[src/rtl/dxad_pkg.sv]
// Shared constants, codes and types for the XOR-hash DRAM address decoder.
package dxad_pkg;

    localparam int MAX_SELECT_BITS = 4;
    localparam int ADDR_BITS       = 64;
    localparam int WORD_BITS       = 64;
    localparam int FIELD_COUNT     = 4;
    localparam int SLOT_COUNT      = FIELD_COUNT * MAX_SELECT_BITS;
    localparam int SLOT_IDX_BITS   = $clog2(SLOT_COUNT);
    localparam int INDEX_BITS      = 4;
    localparam int COUNT_BITS      = 3;
    localparam int LANE_BITS       = 8;
    localparam int LANES           = WORD_BITS / LANE_BITS;

    localparam logic [WORD_BITS-1:0] ADDR_MASK = {WORD_BITS{1'b1}} >> (WORD_BITS - ADDR_BITS);

    localparam logic CMD_DECODE     = 1'b0;
    localparam logic CMD_WRITE_SLOT = 1'b1;

    localparam int FIELD_CHANNEL = 0;
    localparam int FIELD_RANK    = 1;
    localparam int FIELD_GROUP   = 2;
    localparam int FIELD_BANK    = 3;

    typedef enum logic [2:0] {
        CFG_CHANNEL_COUNT = 3'd0,
        CFG_RANK_COUNT    = 3'd1,
        CFG_GROUP_COUNT   = 3'd2,
        CFG_BANK_COUNT    = 3'd3,
        CFG_ROW_MASK      = 3'd4,
        CFG_COLUMN_MASK   = 3'd5
    } t_cfg_index;

    typedef logic [WORD_BITS-1:0]       t_word;
    typedef logic [MAX_SELECT_BITS-1:0] t_field;

endpackage

[src/rtl/dxad_gather.sv]
// Three-stage pipelined bit gather: compresses the address bits picked by a mask LSB-first.
module dxad_gather (
    input  logic               i_clk,
    input  dxad_pkg::t_word    i_addr,
    input  dxad_pkg::t_word    i_sel,
    output dxad_pkg::t_word    o_value
);

    localparam int WB    = dxad_pkg::WORD_BITS;
    localparam int LB    = dxad_pkg::LANE_BITS;
    localparam int NL    = dxad_pkg::LANES;
    localparam int CNT_W = $clog2(LB + 1);
    localparam int POS_W = $clog2(LB);
    localparam int OFF_W = $clog2(WB + 1);

    logic [LB-1:0]    r_pack1 [NL];
    logic [LB-1:0]    n_pack1 [NL];
    logic [CNT_W-1:0] r_cnt1  [NL];
    logic [CNT_W-1:0] n_cnt1  [NL];
    logic [LB-1:0]    r_pack2 [NL];
    logic [OFF_W-1:0] r_off2  [NL];
    logic [OFF_W-1:0] n_off2  [NL];
    logic [WB-1:0]    r_value3;
    logic [WB-1:0]    n_value3;

    always_comb begin
        logic [CNT_W-1:0] pos;
        for (int l = 0; l < NL; l++) begin
            n_pack1[l] = '0;
            pos        = '0;
            for (int b = 0; b < LB; b++) begin
                if (i_sel[l*LB + b]) begin
                    n_pack1[l][pos[POS_W-1:0]] = i_addr[l*LB + b];
                    pos = pos + 1'b1;
                end
            end
            n_cnt1[l] = pos;
        end
    end

    always_comb begin
        logic [OFF_W-1:0] off;
        off = '0;
        for (int l = 0; l < NL; l++) begin
            n_off2[l] = off;
            off = off + OFF_W'(r_cnt1[l]);
        end
    end

    always_comb begin
        n_value3 = '0;
        for (int l = 0; l < NL; l++) begin
            n_value3 = n_value3 | (WB'(r_pack2[l]) << r_off2[l]);
        end
    end

    always_ff @(posedge i_clk) begin
        r_pack1  <= n_pack1;
        r_cnt1   <= n_cnt1;
        r_pack2  <= r_pack1;
        r_off2   <= n_off2;
        r_value3 <= n_value3;
    end

    assign o_value = r_value3;

endmodule

[config.mk]
export PLATFORM = sky130hd
export DESIGN_NAME = dxad_gather
export DESIGN_NICKNAME = d
export VERILOG_FILES = /design/src/rtl/dxad_pkg.sv /design/src/rtl/dxad_gather.sv
export SDC_FILE = /design/constraint.sdc
export NUM_CORES = 1
export LEC_CHECK = 0
export BUFFER_PORTS_ARGS = -buffer_cell sky130_fd_sc_hd__buf_2
export CORE_MARGIN = 1
export CORE_UTILIZATION = 45
export CTS_CLUSTER_DIAMETER = 80
export DETAILED_ROUTE_END_ITERATION = 12
export PLACE_DENSITY = 0.67
export SYNTH_ARGS = -nofsm -noshare
export SYNTH_HDL_FRONTEND = slang
export SYNTH_SLANG_ARGS = --single-unit
[constraint.sdc]
create_clock -name i_clk -period 5.21 [get_ports i_clk]
set_input_delay 0.521 -clock i_clk [delete_from_list [all_inputs] [get_ports i_clk]]
set_output_delay 0.521 -clock i_clk [all_outputs]
set_load 0.005 [all_outputs]
# After elaboration in Yosys (flattened, before gate mapping)
# Index checks and enable logic that the tools add are counted.
dict set report word_totals {
  ff_bits 263
  inputBits 129
  output_inout_bits 64
  wordCells 569
}
dict set report classes {
  addsub 61
  n_lt_le_gt_ge 112
  n_shift 7
  mux 295
  bitwise_logic 7
  reduce_logical 56
}
# operator count
set op_table {}
lappend op_table {{bitwise mux 8 bit} 56}
lappend op_table {{two-way mux 8 bit} 56}
lappend op_table {{OR 64 bit} 6}
lappend op_table {{left shift 8 x 7 -> 64 bit} 4}
lappend op_table {{less-than comparator 3 x 4 -> 1 bit (second input constant)} 56}
lappend op_table {{adder 4 x 1 -> 4 bit (second input constant)} 49}
lappend op_table {{two-way mux 4 bit} 49}
lappend op_table {{demux 1 bit (select 3 bit)} 56}
lappend op_table {{greater-or-equal comparator 3 x 1 -> 1 bit (second input constant)} 56}
lappend op_table {{two-way mux 1 bit} 72}
lappend op_table {{OR 8 x 64 -> 64 bit} 1}
lappend op_table {{left shift 8 x 4 -> 64 bit} 1}
lappend op_table {{left shift 8 x 5 -> 64 bit} 1}
lappend op_table {{left shift 8 x 6 -> 64 bit} 1}
lappend op_table {{logical AND 1 bit} 56}
lappend op_table {{adder 7 x 4 -> 7 bit} 3}
lappend op_table {{two-way mux 3 bit} 6}
lappend op_table {{adder 3 x 1 -> 3 bit (second input constant)} 5}
lappend op_table {{adder 6 x 4 -> 7 bit} 1}
lappend op_table {{adder 5 x 4 -> 6 bit} 1}
lappend op_table {{adder 4 x 4 -> 5 bit} 1}
lappend op_table {{adder 1 x 1 -> 2 bit (second input constant)} 1}

# Depth between registers and ports, before layout
# Gate-level depths: netlist of the first run.
dict set report logic_depth {
  word_depth 19
  depth_mapped 24
  mapped_depth_nobuf 23
}

# Least setup slack after synthesis of the first run
# No wires, ideal clock.
dict set report synth_path {
  kind {reg2reg}
  startpoint {reg r_cnt1[24] (netlist name)}
  endpoint {reg r_off2[6] (netlist name)}
  setup_ns 0.129
  t_arrival_ns 4.672
  t_required_ns 5.081
  setup_slack_ns 0.409
  path_stages_with_launch 19
  path_buffers 0
  synth_period_minus_slack_ns 4.801
  path_cell_list {dfxtp_1 ha_1 fa_1 fa_1 fa_1 inv_1 fa_1 inv_1 ha_1 a21o_1 a21o_1 xor2_1 ha_1 a21oi_1 nor2_1 mux2i_1 nor3_1 a221oi_1 o211ai_1}
}
# element line_no
set synth_rtl {}
lappend synth_rtl {{start, declared} dxad_gather.sv:18} ;# logic [CNT_W-1:0] r_cnt1 [NL];
lappend synth_rtl {{start signal, assigned} dxad_gather.sv:59} ;# r_cnt1 <= n_cnt1;
lappend synth_rtl {{end signal, assigned} dxad_gather.sv:61} ;# r_off2 <= n_off2;
lappend synth_rtl {{end, declared} dxad_gather.sv:21} ;# logic [OFF_W-1:0] r_off2 [NL];

==> out/results.ini, run 1 <==
[setup_path]
path_delay_family=adder cells
crit_type=register to register
required_ns=5.63
cp.buffers_inverters=2
cp_max_fo=4
path_cells=ha_2 -> fa_2 -> fa_1 -> fa_1 -> inv_1 -> fa_2 -> inv_2 -> ha_4 -> a21o_1 -> a21o_1 -> xor2_2 -> ha_1 -> a21oi_2 -> nor2_1 -> mux2i_2 -> nor3_2 -> a221oi_2 -> o211ai_1
critPathMaxStageDelay_ns=0.61
cp_slowest_cell=fa_2
startpoint_type=register
crit_path_end_kind=register
critical_path_arrival_ns=5.49

[detailed_routing]
vias_per_cell=6.153
drc=0
vias=22300
drt-wirelength-per-cell_um=21.60
drtIter0Drc=2307
ant_nets=0
firstDrtPassIters=6
wl_mm=78.27

[grt]
antenna_found_initial=1
grt-ovfl-total=0
track_usage=0.3029
grt_max_degree=28
grt_pass1_vias=20680
grt_pass1_wl_mm=119.1

[clock_tree]
clock_latency_ns=0.56
cts-root-buf=clkbuf_16
htree_levels=1
clkTransAtPathRegs_ns=0.06
cts_max_path_buffers=3
cts.sinks=263
cts_tree=yes
numCtsBuffers=28

[sta]
period_minus_slack_ns=5.071
hold_violations=0
fmax_mhz=197.2
worstMarginPinSlew_ns=1.215
setup_viol=0
timing.final.crit_share=0.9733
max-slew-margin-rel=0.1814
slew_viol_final=0
hold-worst-slack_ns=0.2437
clock_skew_ns=0.01801

[floorplanning]
dieWidth_um=223.2
die_y_um=223.2
dieArea_um2=49810
fp-row-count=80
start_util=0.4591
io_pins=193
core_um2=47950

[yosys]
synth_commonest_cells=nand2_1, nor2_1, dfxtp_1
synthTopCellsByArea=dfxtp_1, nand2_1, mux2i_1, nor2_1, ha_1
yosysSeqAreaShare=0.2392
avgSynthCellArea_um2=7.700
async_reset_ff_frac=0
synth_top_area_cell=dfxtp_1
synth_enable_flop_cells=0
synth_cell_type_count=99
syn_area_um2=22010
yosys_warnings=0
synth.ff_latch_count=263
yosysTopAreaCellShare=0.2392
synth_ff_type=dfxtp_1
synth_most_common_cell=nand2_1
syn_inst=2859
syn_nets=3089

[run_status]
status=completed

[layout]
final_util=0.5111
multi_input_area_um2=15810
nets=3218
drive_above_1_share=0.1555
regArea_um2=5265
num-fill-cells=4653
area_delta_synth_final_pct=11.31
antenna_cells=0

[hold_path]
hold_class=primary input to register

[power_and_ir_drop]
ir_worst_vdd_mv=1.590
power.density_nw_per_um2=876.6
power.leakage_nw=10.04

[placed_design]
portBuffers=192
place.gp.congestion=1.026
hpwl_mm=62.76

[job]
drv_cap=0

## area by class of cell
cell class / instances / area share
sequential: 263 / 0.2149
clock inverter: 16 / 0.008170
multi-input combinational: 2342 / 0.6453
inverter: 125 / 0.01915
timing repair buffer: 228 / 0.05025
tap: 615 / 0.03140
clock buffer: 35 / 0.03089
## layer usage
layer	vias to the layer above	share of wire	track usage
li1	10700	-	-
met1	10510	0.44	0.4031
met2	954	0.46	0.4961
met3	143	0.076	0.05400
met4	0	0.033	0.09388
met5	-	0	0
## state kept, by name (all words and copies together), names as in the netlist
register / cells
r_cnt1: 28
r_off2: 43
o_value: 64
r_pack1: 64
r_pack2: 64
## power by group
| group | switching, W | internal (W) | total (W) |
|---|---|---|---|
| Sequential | 0.000947 | 0.00299 | 0.00393 |
| Clock | 0.000833 | 0.00119 | 0.00203 |
| Combinational | 0.00922 | 0.00630 | 0.0155 |
## final timing paths
| kind | startpoint | endpoint | slack (ns) | depth (start not counted) |
|---|---|---|---|---|
| max reg2reg | r_cnt1[28]$_DFF_P_ | r_off2[6]$_DFF_P_ | 0.14 | 18 |
| min | i_sel[31] | r_cnt1[16]$_DFF_P_ | 0.24 | 2 |
| min reg2reg | r_pack1[2]$_DFF_P_ | r_pack2[2]$_DFF_P_ | 0.32 | 0 |
| max | r_cnt1[28]$_DFF_P_ | r_off2[6]$_DFF_P_ | 0.14 | 18 |
## layout by cell type (no fill, tap or decap), types with 12 or more instances in the layout
| master | count |
|---|---|
| nand2b_1 | 54 |
| nor3_1 | 67 |
| mux2i_1 | 136 |
| buf_2 | 192 |
| a221oi_1 | 20 |
| a21oi_1 | 118 |
| ha_1 | 84 |
| o31a_1 | 13 |
| nand4_1 | 18 |
| xnor2_1 | 77 |
| a21o_1 | 14 |
| nand2_1 | 388 |
| dfxtp_1 | 263 |
| and2_1 | 39 |
| a22oi_1 | 51 |
| mux2_2 | 94 |
| a31o_2 | 13 |
| o211ai_1 | 21 |
| and3_1 | 26 |
| a31oi_1 | 45 |
| clkbuf_16 | 28 |
| o32ai_1 | 38 |
| nor2b_1 | 36 |
| fa_1 | 12 |
| nand3_1 | 132 |
| a2bb2oi_1 | 12 |
| or2_2 | 15 |
| o22ai_1 | 89 |
| buf_4 | 36 |
| xor2_1 | 27 |
| inv_1 | 108 |
| o21ai_0 | 116 |
| o31ai_1 | 15 |
| or3_1 | 25 |
| o221ai_1 | 19 |
| a211oi_1 | 17 |
| nor2_1 | 293 |
## metrics by stage
stage | TNS, ns | std cells | instance area [um^2] | setup slack, ns | power (W)
detailed placement | 0 | 3566 | 23430 | 0.008503 | 0.01763
floorplan | 0 | 2859 | 22010 | 0.4087 | 0.01347
CTS | 0 | 3617 | 24390 | 0.04579 | 0.01985
global placement | 0 | 3566 | 23430 | 0.1427 | 0.01739
global route | -0.06940 | 3624 | 24500 | -0.06940 | 0.02280
finish | 0 | 3624 | 24500 | 0.1389 | 0.02148
## repair_timing
item                       CTS  global route
pin swaps                    0            16
hold buffers                 0             0
setup endpoints to repair    1             1
setup buffers                0             7
hold endpoints to repair     0             0
gates resized for setup      1            11
## kinds of logic (layout without fill, tap and decap cells)
kind of cell | after synthesis | count (layout) | synth area share
buf+inv | 254 | 404 | 0.04564
mux | 237 | 237 | 0.1141
simple gates | 1140 | 1140 | 0.2380
compound gates | 730 | 730 | 0.2310
fa+ha+maj | 101 | 101 | 0.06218
flops | 263 | 263 | 0.2392
xor+xnor | 134 | 134 | 0.06980
Power figures use the tool's default switching activity.
==> run 2: changes to the inputs <==
- BUFFER_PORTS_ARGS: -buffer_cell sky130_fd_sc_hd__buf_2 -> -buffer_cell sky130_fd_sc_hd__buf_4
- CTS_BUF_LIST: not set -> sky130_fd_sc_hd__clkbuf_4
- RECOVER_POWER: not set -> 50
==> run 2 against run 1 <==
Routed wire length fell by 2.3%. Non-clock buffer count is 3 lower. Largest cell class unchanged. Die area unchanged. Critical path depth stayed put. Worst hold slack got worse by 0.21 ns.
==> out/results.ini, run 2 (same netlist as run 1, synthesis figures left out) <==
[layout]
final_common_cell=nand2_1  ; unchanged
area_delta_synth_final_pct=12.20  ; was 11.31%
nets=3255  ; was 3218
final_util=0.5152  ; was 0.5111
final_cell_mix=nand2_1, nor2_1, dfxtp_1  ; unchanged
drive_above_1_share=0.1571  ; was 0.1555

[clock_tree]
clock_latency_ns=0.77  ; was 0.56 ns
htree_levels=3  ; was 1
numCtsBuffers=68  ; was 28
cts-root-buf=clkbuf_4  ; was clkbuf_16
clkTransAtPathRegs_ns=0.07  ; was 0.06 ns
cts_max_path_buffers=3  ; unchanged
cts_tree=yes  ; unchanged
cts.sinks=263  ; unchanged

[sta]
setup_tns_ns=0  ; unchanged
setup_viol=0  ; unchanged
hold_violations=0  ; unchanged
timing.final.crit_share=0.9696  ; was 0.9733
period_minus_slack_ns=5.051  ; was 5.071 ns
hold-worst-slack_ns=0.03610  ; was 0.2437 ns
max-slew-margin-rel=0.1328  ; was 0.1814
clock_skew_ns=0.03443  ; was 0.01801 ns
worstMarginPinSlew_ns=1.296  ; was 1.215 ns
slew_viol_final=0  ; unchanged
fmax_mhz=198.0  ; was 197.2 MHz

[grt]
track_usage=0.2981  ; was 0.3029
grt-ovfl-total=0  ; unchanged
grt_max_degree=28  ; unchanged
grt_pass1_vias=21320  ; was 20680
grt_pass1_wl_mm=117.6  ; was 119.1 mm
antenna_found_initial=2  ; was 1

[setup_path]
critPathMaxStageDelay_ns=0.58  ; was 0.61 ns
crit_path_end_kind=register  ; unchanged
cp_slowest_cell=fa_2  ; unchanged
startpoint_type=register  ; unchanged
critical_path_arrival_ns=5.69  ; was 5.49 ns
crit_type=register to register  ; unchanged
cp_max_fo=4  ; unchanged
required_ns=5.84  ; was 5.63 ns
path_cells=ha_1 -> fa_2 -> fa_1 -> fa_1 -> inv_1 -> fa_1 -> inv_1 -> ha_1 -> a21o_1 -> a21o_1 -> xor2_2 -> ha_1 -> a21oi_2 -> nor2_1 -> mux2i_2 -> nor3_1 -> a221oi_1 -> o211ai_1  ; was ha_2 -> fa_2 -> fa_1 -> fa_1 -> inv_1 -> fa_2 -> inv_2 -> ha_4 -> a21o_1 -> a21o_1 -> xor2_2 -> ha_1 -> a21oi_2 -> nor2_1 -> mux2i_2 -> nor3_2 -> a221oi_2 -> o211ai_1

[run_status]
status=completed  ; unchanged

[detailed_routing]
drc=0  ; unchanged
wl_mm=76.48  ; was 78.27 mm
drt-wirelength-per-cell_um=20.70  ; was 21.60 um
ant_nets=0  ; unchanged
drtIter0Drc=2513  ; was 2307
vias_per_cell=6.155  ; was 6.153
firstDrtPassIters=9  ; was 6
vias=22740  ; was 22300

[floorplanning]
io_pins=193  ; unchanged
dieArea_um2=49810  ; unchanged
dieWidth_um=223.2  ; unchanged
start_util=0.4591  ; unchanged
core_um2=47950  ; unchanged
die_y_um=223.2  ; unchanged
fp-row-count=80  ; unchanged

[power_and_ir_drop]
power.density_nw_per_um2=816.3  ; was 876.6 nW/um^2
power_w=0.02016  ; was 0.02148 W
ir_worst_vdd_mv=1.223  ; was 1.590 mV
power.leakage_nw=10.10  ; was 10.04 nW

[hold_path]
hold_class=primary input to register  ; unchanged

[job]
drv_cap=0  ; unchanged

[placed_design]
hpwl_mm=60.74  ; was 62.76 mm
place.gp.congestion=1.099  ; was 1.026
portBuffers=192  ; unchanged

-- run 2: worst paths after layout --
check / from / end / slack (ns) / cells after the start
min reg2reg: r_pack1[28]$_DFF_P_ / r_pack2[28]$_DFF_P_ / 0.30 / 0
min: i_addr[39] / r_pack1[24]$_DFF_P_ / 0.04 / 3
max reg2reg: r_cnt1[24]$_DFF_P_ / r_off2[6]$_DFF_P_ / 0.16 / 18
max: r_cnt1[24]$_DFF_P_ / r_off2[6]$_DFF_P_ / 0.16 / 18
-- run 2: critical path: cells and delay by family (launching register included) --
family	cells	cell delay, ns
DFF	1	0.30
AOI/OAI and AO/OA	5	0.96
and+or+nand+nor	2	0.16
muxes	1	0.25
buffers and inverters	2	0.14
adders and majority gates	7	2.97
xor gates and xnor gates	1	0.16
-- run 2: per-stage QoR --
stage / instance area [um^2] / setup WS [ns] / cells
6_report: 24700 / 0.1585 / 3694
5_1_grt: 24700 / -0.01759 / 3693
4_1_cts: 24780 / 0.009368 / 3688
3_5_place_dp: 23880 / -0.01702 / 3562
3_3_place_gp: 23880 / 0.1546 / 3562
2_1_floorplan: 22010 / 0.4087 / 2859
-- run 2: per-layer routing --
layer / up-vias / track usage / part of all wire
met1: 10500 / 0.3896 / 0.43
met5: - / 0 / 0
met2: 1161 / 0.4744 / 0.44
met4: 0 / 0.1395 / 0.048
met3: 245 / 0.05505 / 0.082
li1: 10830 / - / -
-- run 2: report_power, final --
part	switching [W]	internal, W	leakage [nW]
Combinational	0.00879	0.00577	7.42
Clock	0.000823	0.000875	0.498
Sequential	0.000917	0.00298	2.18
Total	0.0105	0.00963	10.1
-- run 2: layout make-up --
type	count	area [um^2]
Fill cell	4645	23250
Clock inverter	28	141.4
Sequential cell	263	5265
Clock buffer	92	690.7
Multi-Input combinational cell	2342	15710
Tap cell	615	769.5
Timing Repair Buffer	225	1644
Inverter	125	469.2
Antenna cell	4	10.01
-- run 2: what timing repair did --
action	in CTS	in global routing
pin swaps	0	4
endpoints found under the setup margin	1	1
endpoints found under the hold margin	7	0
resized for setup	1	3
hold buffers	6	0
cloned	0	0
setup buffers	0	2
